`src/rtl/tked_pkg.sv`:
```
// Shared types and key-code constants for the terminal key escape decoder.
package tked_pkg;

	typedef enum logic [3:0] {
		ST_IDLE  = 4'd0,
		ST_ESC   = 4'd1,
		ST_CSI   = 4'd2,
		ST_TILDE = 4'd3,
		ST_CSI2  = 4'd4,
		ST_CSI1  = 4'd5,
		ST_MOD   = 4'd6,
		ST_FINAL = 4'd7,
		ST_SS3   = 4'd8
	} parse_state_t;

	localparam int unsigned KeyW = 15;
	typedef logic [KeyW-1:0] key_t;

	localparam logic [7:0] BYTE_ESC = 8'h1B;
	localparam logic [7:0] BYTE_CR  = 8'h0D;
	localparam logic [7:0] BYTE_LF  = 8'h0A;

	localparam key_t KEY_NONE      = 15'h0000;
	localparam key_t KEY_ESC       = 15'h001B;
	localparam key_t KEY_UP        = 15'h0055;
	localparam key_t KEY_DOWN      = 15'h0044;
	localparam key_t KEY_RIGHT     = 15'h0052;
	localparam key_t KEY_LEFT      = 15'h004C;
	localparam key_t KEY_HOME      = 15'h01F5;
	localparam key_t KEY_END       = 15'h01F6;
	localparam key_t KEY_BOF       = 15'h01F7;
	localparam key_t KEY_EOF       = 15'h01F8;
	localparam key_t KEY_PGUP      = 15'h01F9;
	localparam key_t KEY_PGDN      = 15'h01FA;
	localparam key_t KEY_DELETE    = 15'h7F7F;
	localparam key_t KEY_F1        = 15'h00F1;
	localparam key_t KEY_F2        = 15'h00F2;
	localparam key_t KEY_F3        = 15'h00F3;
	localparam key_t KEY_F4        = 15'h00F4;
	localparam key_t KEY_F7        = 15'h00F7;
	localparam key_t KEY_F8        = 15'h00F8;
	localparam key_t KEY_F10       = 15'h0F10;
	localparam key_t KEY_SH_LEFT   = 15'h0F11;
	localparam key_t KEY_SH_RIGHT  = 15'h0F12;
	localparam key_t KEY_SH_UP     = 15'h0F13;
	localparam key_t KEY_SH_DOWN   = 15'h0F14;

endpackage

```
`src/rtl/terminal_key_escape_decoder_core.sv`:
```
// Terminal key escape decoder: byte input register, decode state, key result register.
//
// Usage:
//   Input channel (byte_valid / byte_stall, in_byte, gap) carries one request per
//   received terminal byte, or a gap request (gap = 1) when the receive timeout
//   fires with nothing pending. Output channel (key_valid / key_stall, key_code)
//   carries decoded keys. A request yields zero or one key.
//   Path: a taken request sits in the byte input register while the decode step
//   computes its key, which loads the key register when the step advances.
//   Throughput: one request per cycle while the output is not stalled, set by the
//   single decode step between the input register and the key register; the parse
//   state updates in that same step so consecutive bytes follow without a bubble.
//   Stall: while key_stall holds a key, the decode step waits and byte_stall
//   rises once the input register is also occupied; nothing is dropped.
//   Reset: arst_n clears the parse state, the pending code, the modifier byte
//   and both valid flags; the block takes requests as soon as reset is released.
module terminal_key_escape_decoder_core (
	input  logic               clk,
	input  logic               arst_n,
	input  logic               byte_valid,
	output logic               byte_stall,
	input  logic [7:0]         in_byte,
	input  logic               gap,
	output logic               key_valid,
	input  logic               key_stall,
	output tked_pkg::key_t     key_code
);
	import tked_pkg::*;

	logic         valid_s1;
	logic [7:0]   byte_s1;
	logic         gap_s1;
	logic         adv;

	parse_state_t state_q, state_d;
	key_t         pend_q, pend_d;
	logic [7:0]   mod_q, mod_d;
	logic         emit;
	key_t         code;

	assign adv        = valid_s1 && (!key_valid || !key_stall);
	assign byte_stall = valid_s1 && !adv;

	always_ff @(posedge clk or negedge arst_n) begin
		if (!arst_n) begin
			valid_s1 <= 1'b0;
		end else if (!byte_stall) begin
			valid_s1 <= byte_valid;
		end
	end

	always_ff @(posedge clk) begin
		if (!byte_stall) begin
			byte_s1 <= in_byte;
			gap_s1  <= gap;
		end
	end

	always_comb begin
		state_d = ST_IDLE;
		pend_d  = pend_q;
		mod_d   = mod_q;
		emit    = 1'b1;
		code    = KEY_NONE;
		if (gap_s1) begin
			// a gap only matters right after ESC
			if (state_q == ST_ESC) begin
				code = KEY_ESC;
			end else begin
				state_d = state_q;
				emit    = 1'b0;
			end
		end else begin
			case (state_q)
				ST_ESC: begin
					case (byte_s1)
						"b": code = KEY_HOME;
						"l": code = KEY_END;
						"h": code = KEY_BOF;
						"e": code = KEY_EOF;
						"[": begin state_d = ST_CSI; emit = 1'b0; end
						"O": begin state_d = ST_SS3; emit = 1'b0; end
						default: code = KEY_NONE;
					endcase
				end
				ST_CSI: begin
					case (byte_s1)
						"A": code = KEY_UP;
						"B": code = KEY_DOWN;
						"C": code = KEY_RIGHT;
						"D": code = KEY_LEFT;
						"H": code = KEY_HOME;
						"F": code = KEY_END;
						"5": begin state_d = ST_TILDE; pend_d = KEY_PGUP;   emit = 1'b0; end
						"6": begin state_d = ST_TILDE; pend_d = KEY_PGDN;   emit = 1'b0; end
						"3": begin state_d = ST_TILDE; pend_d = KEY_DELETE; emit = 1'b0; end
						"2": begin state_d = ST_CSI2; emit = 1'b0; end
						"1": begin state_d = ST_CSI1; emit = 1'b0; end
						default: code = KEY_NONE;
					endcase
				end
				ST_TILDE: begin
					code = (byte_s1 == "~") ? pend_q : KEY_NONE;
				end
				ST_CSI2: begin
					if (byte_s1 == "1") begin
						state_d = ST_TILDE;
						pend_d  = KEY_F10;
						emit    = 1'b0;
					end
				end
				ST_CSI1: begin
					case (byte_s1)
						"0": begin state_d = ST_TILDE; pend_d = KEY_F10; emit = 1'b0; end
						"1": begin state_d = ST_TILDE; pend_d = KEY_F1;  emit = 1'b0; end
						"2": begin state_d = ST_TILDE; pend_d = KEY_F2;  emit = 1'b0; end
						"8": begin state_d = ST_TILDE; pend_d = KEY_F7;  emit = 1'b0; end
						";": begin state_d = ST_MOD; emit = 1'b0; end
						default: code = KEY_NONE;
					endcase
				end
				ST_MOD: begin
					// take any modifier byte, check it with the final byte
					mod_d   = byte_s1;
					state_d = ST_FINAL;
					emit    = 1'b0;
				end
				ST_FINAL: begin
					if (mod_q == "2") begin
						case (byte_s1)
							"A": code = KEY_SH_UP;
							"B": code = KEY_SH_DOWN;
							"C": code = KEY_SH_RIGHT;
							"D": code = KEY_SH_LEFT;
							default: code = KEY_NONE;
						endcase
					end else if (mod_q == "3") begin
						if (byte_s1 == "H") begin
							code = KEY_F7;
						end else if (byte_s1 == "F") begin
							code = KEY_F8;
						end
					end
				end
				ST_SS3: begin
					case (byte_s1)
						"P": code = KEY_F1;
						"Q": code = KEY_F2;
						"R": code = KEY_F3;
						"S": code = KEY_F4;
						default: code = KEY_NONE;
					endcase
				end
				default: begin
					if (byte_s1 == BYTE_ESC) begin
						state_d = ST_ESC;
						emit    = 1'b0;
					end else if (byte_s1 == BYTE_CR) begin
						code = {{(KeyW-8){1'b0}}, BYTE_LF};
					end else begin
						code = {{(KeyW-8){1'b0}}, byte_s1};
					end
				end
			endcase
		end
	end

	always_ff @(posedge clk or negedge arst_n) begin
		if (!arst_n) begin
			state_q <= ST_IDLE;
			pend_q  <= KEY_NONE;
			mod_q   <= 8'h00;
		end else if (adv) begin
			state_q <= state_d;
			pend_q  <= pend_d;
			mod_q   <= mod_d;
		end
	end

	always_ff @(posedge clk or negedge arst_n) begin
		if (!arst_n) begin
			key_valid <= 1'b0;
		end else if (adv) begin
			key_valid <= emit;
		end else if (!key_stall) begin
			key_valid <= 1'b0;
		end
	end

	always_ff @(posedge clk) begin
		if (adv) begin
			key_code <= code;
		end
	end

`ifndef SYNTHESIS
	a_stall_needs_item: assert property (@(posedge clk) disable iff (!arst_n)
		byte_stall |-> valid_s1)
		else $error("byte_stall raised with an empty input register");

	a_key_from_item: assert property (@(posedge clk) disable iff (!arst_n)
		$rose(key_valid) |-> $past(valid_s1))
		else $error("key appeared without a decoded request");

	a_final_after_mod: assert property (@(posedge clk) disable iff (!arst_n)
		(state_q == ST_FINAL) |-> $past(state_q == ST_MOD || state_q == ST_FINAL))
		else $error("final state entered without a modifier byte");

	a_tilde_has_code: assert property (@(posedge clk) disable iff (!arst_n)
		(state_q == ST_TILDE) |-> (pend_q != KEY_NONE))
		else $error("waiting for tilde with no pending code");
`endif

endmodule

```
`config.mk`:
```
export PLATFORM = sky130hd
export DESIGN_NAME = terminal_key_escape_decoder_core
export DESIGN_NICKNAME = d
export VERILOG_FILES = /design/src/rtl/tked_pkg.sv /design/src/rtl/terminal_key_escape_decoder_core.sv
export SDC_FILE = /design/constraint.sdc
export NUM_CORES = 1
export LEC_CHECK = 0
export ABC_AREA = 1
export BUFFER_PORTS_ARGS = -buffer_cell sky130_fd_sc_hd__buf_2
export CAP_MARGIN = 10
export CELL_PAD_IN_SITES_DETAIL_PLACEMENT = 1
export CELL_PAD_IN_SITES_GLOBAL_PLACEMENT = 2
export CORE_ASPECT_RATIO = 0.7
export CORE_MARGIN = 3
export CORE_UTILIZATION = 25
export CTS_BUF_LIST = sky130_fd_sc_hd__clkbuf_16
export DETAILED_ROUTE_END_ITERATION = 10
export PLACE_DENSITY = 0.75
export RECOVER_POWER = 50
export SYNTH_ARGS = -nofsm -noshare
export SYNTH_HDL_FRONTEND = slang
export SYNTH_SLANG_ARGS = --single-unit
```
`constraint.sdc`:
```
create_clock -name clk -period 4 [get_ports clk]
set_clock_uncertainty 0.1 [all_clocks]
set_input_delay 0.8 -clock clk [delete_from_list [all_inputs] [get_ports clk]]
set_output_delay 0.8 -clock clk [all_outputs]
set_load 0.1 [all_outputs]
```
==> results.txt <==
----------------------------------------------------
[Status]
  Outcome ... finished clean

[Timing]
  Count of endpoints failing setup in the final report ... 0
  Setup repair after global routing missed its margin ... false
  Worst Max-Slew Pin Slew ... approximately 1500 ps
  Final hold violations ... 0
  Maximum clock frequency ... 0.4026 GHz
  Pins over their slew limit ... 0
  Aggregate negative setup slack ... 0 ps
  Worst slew margin ... roughly 1.2%
  Portion of the clock cycle consumed by the worst path in the final layout ... just over 60%
  Final period demand of the worst path ... roughly 2500 ps

[Run]
  Maximum Capacitance Violations ... 0

[Routing]
  DRC errors left ... 0
  Total length of routed wires ... 9.735 mm
  Drt initial violations ... roughly 160
  Via-to-Cell Ratio ... ~4.7
  Total via count in the routed design ... ~2,800
  Number of detailed-route iterations in the first pass ... 4
  Antenna viol nets, final ... 0
  Routed wire length per instance ... 16.47 um

[Pwr]
  Static leakage power ... 0.001626 uW
  Maximum resistive drop on vdd ... between 100 and 150 uV
  Ratio of total power to cell area ... 379.2 mW/mm^2

[Yosys]
  Sequential share of the synthesized area ... about two fifths
  Syn_area_per_cell ... roughly 7 sq um
  Synthesized netlist cell count ... ~400
  Largest cells by area after synthesis ... sky130_fd_sc_hd__dfrtp_1 21%, sky130_fd_sc_hd__edfxtp_1 21%, sky130_fd_sc_hd__nand2_1 17%
  Fraction of synthesized cell area taken by the top area cell type ... a little over a fifth
  Cell type with the highest aggregate area in the netlist ... sky130_fd_sc_hd__dfrtp_1
  Yosys warning count ... 0
  Synth cell types ... 28
  Net count after synthesis ... 422
  Synth Register Bits ... 44
  Cell area after synthesis ... 0.002885 sq mm

[Worst setup path]
  Required time of the worst setup path ... a little over 3000 ps
  Master of the slowest instance on the critical path ... sky130_fd_sc_hd__buf_2
  List of cells traversed by the critical path ... buf_2 > nand2_1 > nor2_1 > buf_2
  Critical path launch point type ... input port
  Slowest stage delay, CP ... 460 ps
  Worst-path fanout max ... 3
  Start-to-end type of the worst setup path ... input port to primary output
  Worst EP arrival ... 1580 ps
  CP Capture Type ... primary output
  Most Frequent Cell on Critical Path ... sky130_fd_sc_hd__buf_2

[Placement]
  Gp weighted congestion ... roughly 0.92
  Detailed-placement wirelength estimate ... between 7 and 8 mm
  Port Buffer Count ... 29

[Clock tree]
  Post-cts hold buffer count ... 0
  Total number of H-tree levels ... 2
  Sinks on the clock net ... 44
  Clock-pin slew on the worst setup and hold paths ... about 70 ps
  Root Buffer ... sky130_fd_sc_hd__clkbuf_16
  Clock tree buffer depth ... 2
  Resize count post-CTS ... 0
  Number of buffers inserted by post-CTS setup repair ... 0
  TritonCTS clock tree ... done
  Worst-skew pair later-pin latency ... between 200 and 300 ps
  Total clock buffers created by CTS ... 5

[Global routing]
  Number of antenna violations at the first check in global routing ... 0
  Total GRT Usage ... roughly 16%
  Global-route congestion overflow total ... 0
  Largest net degree at the start of global routing ... 25
  Via count of the first global-routing pass ... 2,896
  Global-route wire length before repair ... roughly 16 mm

[Die]
  Core outline area ... ~0.011 sq mm
  Boundary Pins ... 30
  Effective utilization at floorplan ... approximately a quarter
  Chip Height ... between 90 and 100 um
  # rows ... 32
  Die Span X ... approximately 130 um
  Die Area ... approximately 0.013 sq mm

[Final layout]
  Fraction of final layout cells sized beyond drive strength 1 ... about an eighth
  Antenna cell count ... 0
  Count of filler cells inserted in the layout ... around 1,400
  Number of nets in the layout ... 450
  Area taken by flip-flops and latches ... 0.001201 sq mm
  Syn-to-layout area delta ... 14.66%
  Area of the multi-input gates ... ~0.0014 sq mm
  Final cell utilization of the core ... between 20% and 30%

[Worst hold path]
  Type of the tightest min-delay check ... flip-flop to flip-flop

----------------------------------------------------
[state kept, by name, indices dropped and copies added (netlist names)]
register,flops
gap_s1,1
state_q,4
key_valid,1
byte_s1,8
key_code,11
valid_s1,1
mod_q,8
pend_q,10
[final cells by class]
type | count | area share [%]
Tap cell | 153 | 5.787
Clock inverter | 3 | 0.4917
Sequential cell | 44 | 36.31
Clock buffer | 5 | 3.782
Inverter | 51 | 5.787
Multi-Input combinational cell | 306 | 43.49
Timing Repair Buffer | 29 | 4.349
[cell usage in the layout, fill, tap and decap left out, types with 4 or more instances in the layout]
cell type                     n
sky130_fd_sc_hd__a21oi_1     13
sky130_fd_sc_hd__buf_2       28
sky130_fd_sc_hd__clkbuf_16    5
sky130_fd_sc_hd__dfrtp_1     24
sky130_fd_sc_hd__edfxtp_1    20
sky130_fd_sc_hd__inv_1       51
sky130_fd_sc_hd__nand2_1    131
sky130_fd_sc_hd__nand2_2      4
sky130_fd_sc_hd__nand3_1     40
sky130_fd_sc_hd__nor2_1      57
sky130_fd_sc_hd__nor2_2       4
sky130_fd_sc_hd__nor2_4       4
sky130_fd_sc_hd__o21ai_0     25
sky130_fd_sc_hd__o21ai_1      5
[path summary, 6_finish.rpt]
kind | startpoint | end | slack [ps] | cells past startpoint
worst max-delay path | key_stall | byte_stall | 1520 | 4
worst min-delay path | pend_q[4]$_DFFE_PN0P_ | pend_q[4]$_DFFE_PN0P_ | 360 | 2
worst max register to register | state_q[0]$_DFFE_PN0P_ | key_code[11]$_SDFFCE_PP0P_ | 1730 | 7
worst min register to register | pend_q[4]$_DFFE_PN0P_ | pend_q[4]$_DFFE_PN0P_ | 360 | 2
max in group asynchronous | arst_n | mod_q[1]$_DFFE_PN0P_ | 2170 | 1
min in group asynchronous | arst_n | state_q[1]$_DFFE_PN0P_ | 750 | 1
[worst max-delay path: cells and delay by family]
family | cells | cell delay (ps)
simple gates | 2 | 240
buf+inv | 2 | 530
[Yosys cell counts, drive strengths merged]
master / number
a22oi: 2
nand4: 3
clkbuf: 1
a21oi: 13
nand3b: 2
o22ai: 2
nor3: 1
buf: 7
nand3: 43
nand2: 138
a31oi: 3
inv: 51
dfrtp: 24
o21ai: 30
o32ai: 1
nor2: 67
or2: 1
edfxtp: 20
[metrics by stage]
stage	setup WS (ps)	total power, uW	instance area, sq um	hold WS (ps)	cells
after floorplan	598.5	795.2	2885	322.9	409
after global placement	1519	848.6	3168	336.9	583
after detailed placement	1350	852.0	3168	343.7	583
after CTS	1497	1264	3309	360.9	591
after global routing	1406	1310	3308	396.4	591
final	1516	1254	3308	358.4	591
[layer usage]
metal | wire [um] | global-route usage [%] | part of all wire, %
met5 | 0 | 0 | 0
met4 | 133 | 4.322 | 1.4
met3 | 585 | 4.336 | 6.0
met2 | 3932 | 23.87 | 40
met1 | 5083 | 23.24 | 52
[where the power goes]
part / total, uW / internal [uW] / switching, uW
combinational: 309 / 53.9 / 255
clock: 411 / 228 / 182
sequential: 535 / 507 / 27.1
[cell families after synthesis]
kind of cell	count (synthesis)	share of synthesized area [%]
buffers and inverters	59	8.499
AOI/OAI and AO/OA	51	9.367
DFF	44	41.63
and+or+nand+nor	255	40.50
(Power assumes the default switching activity.)
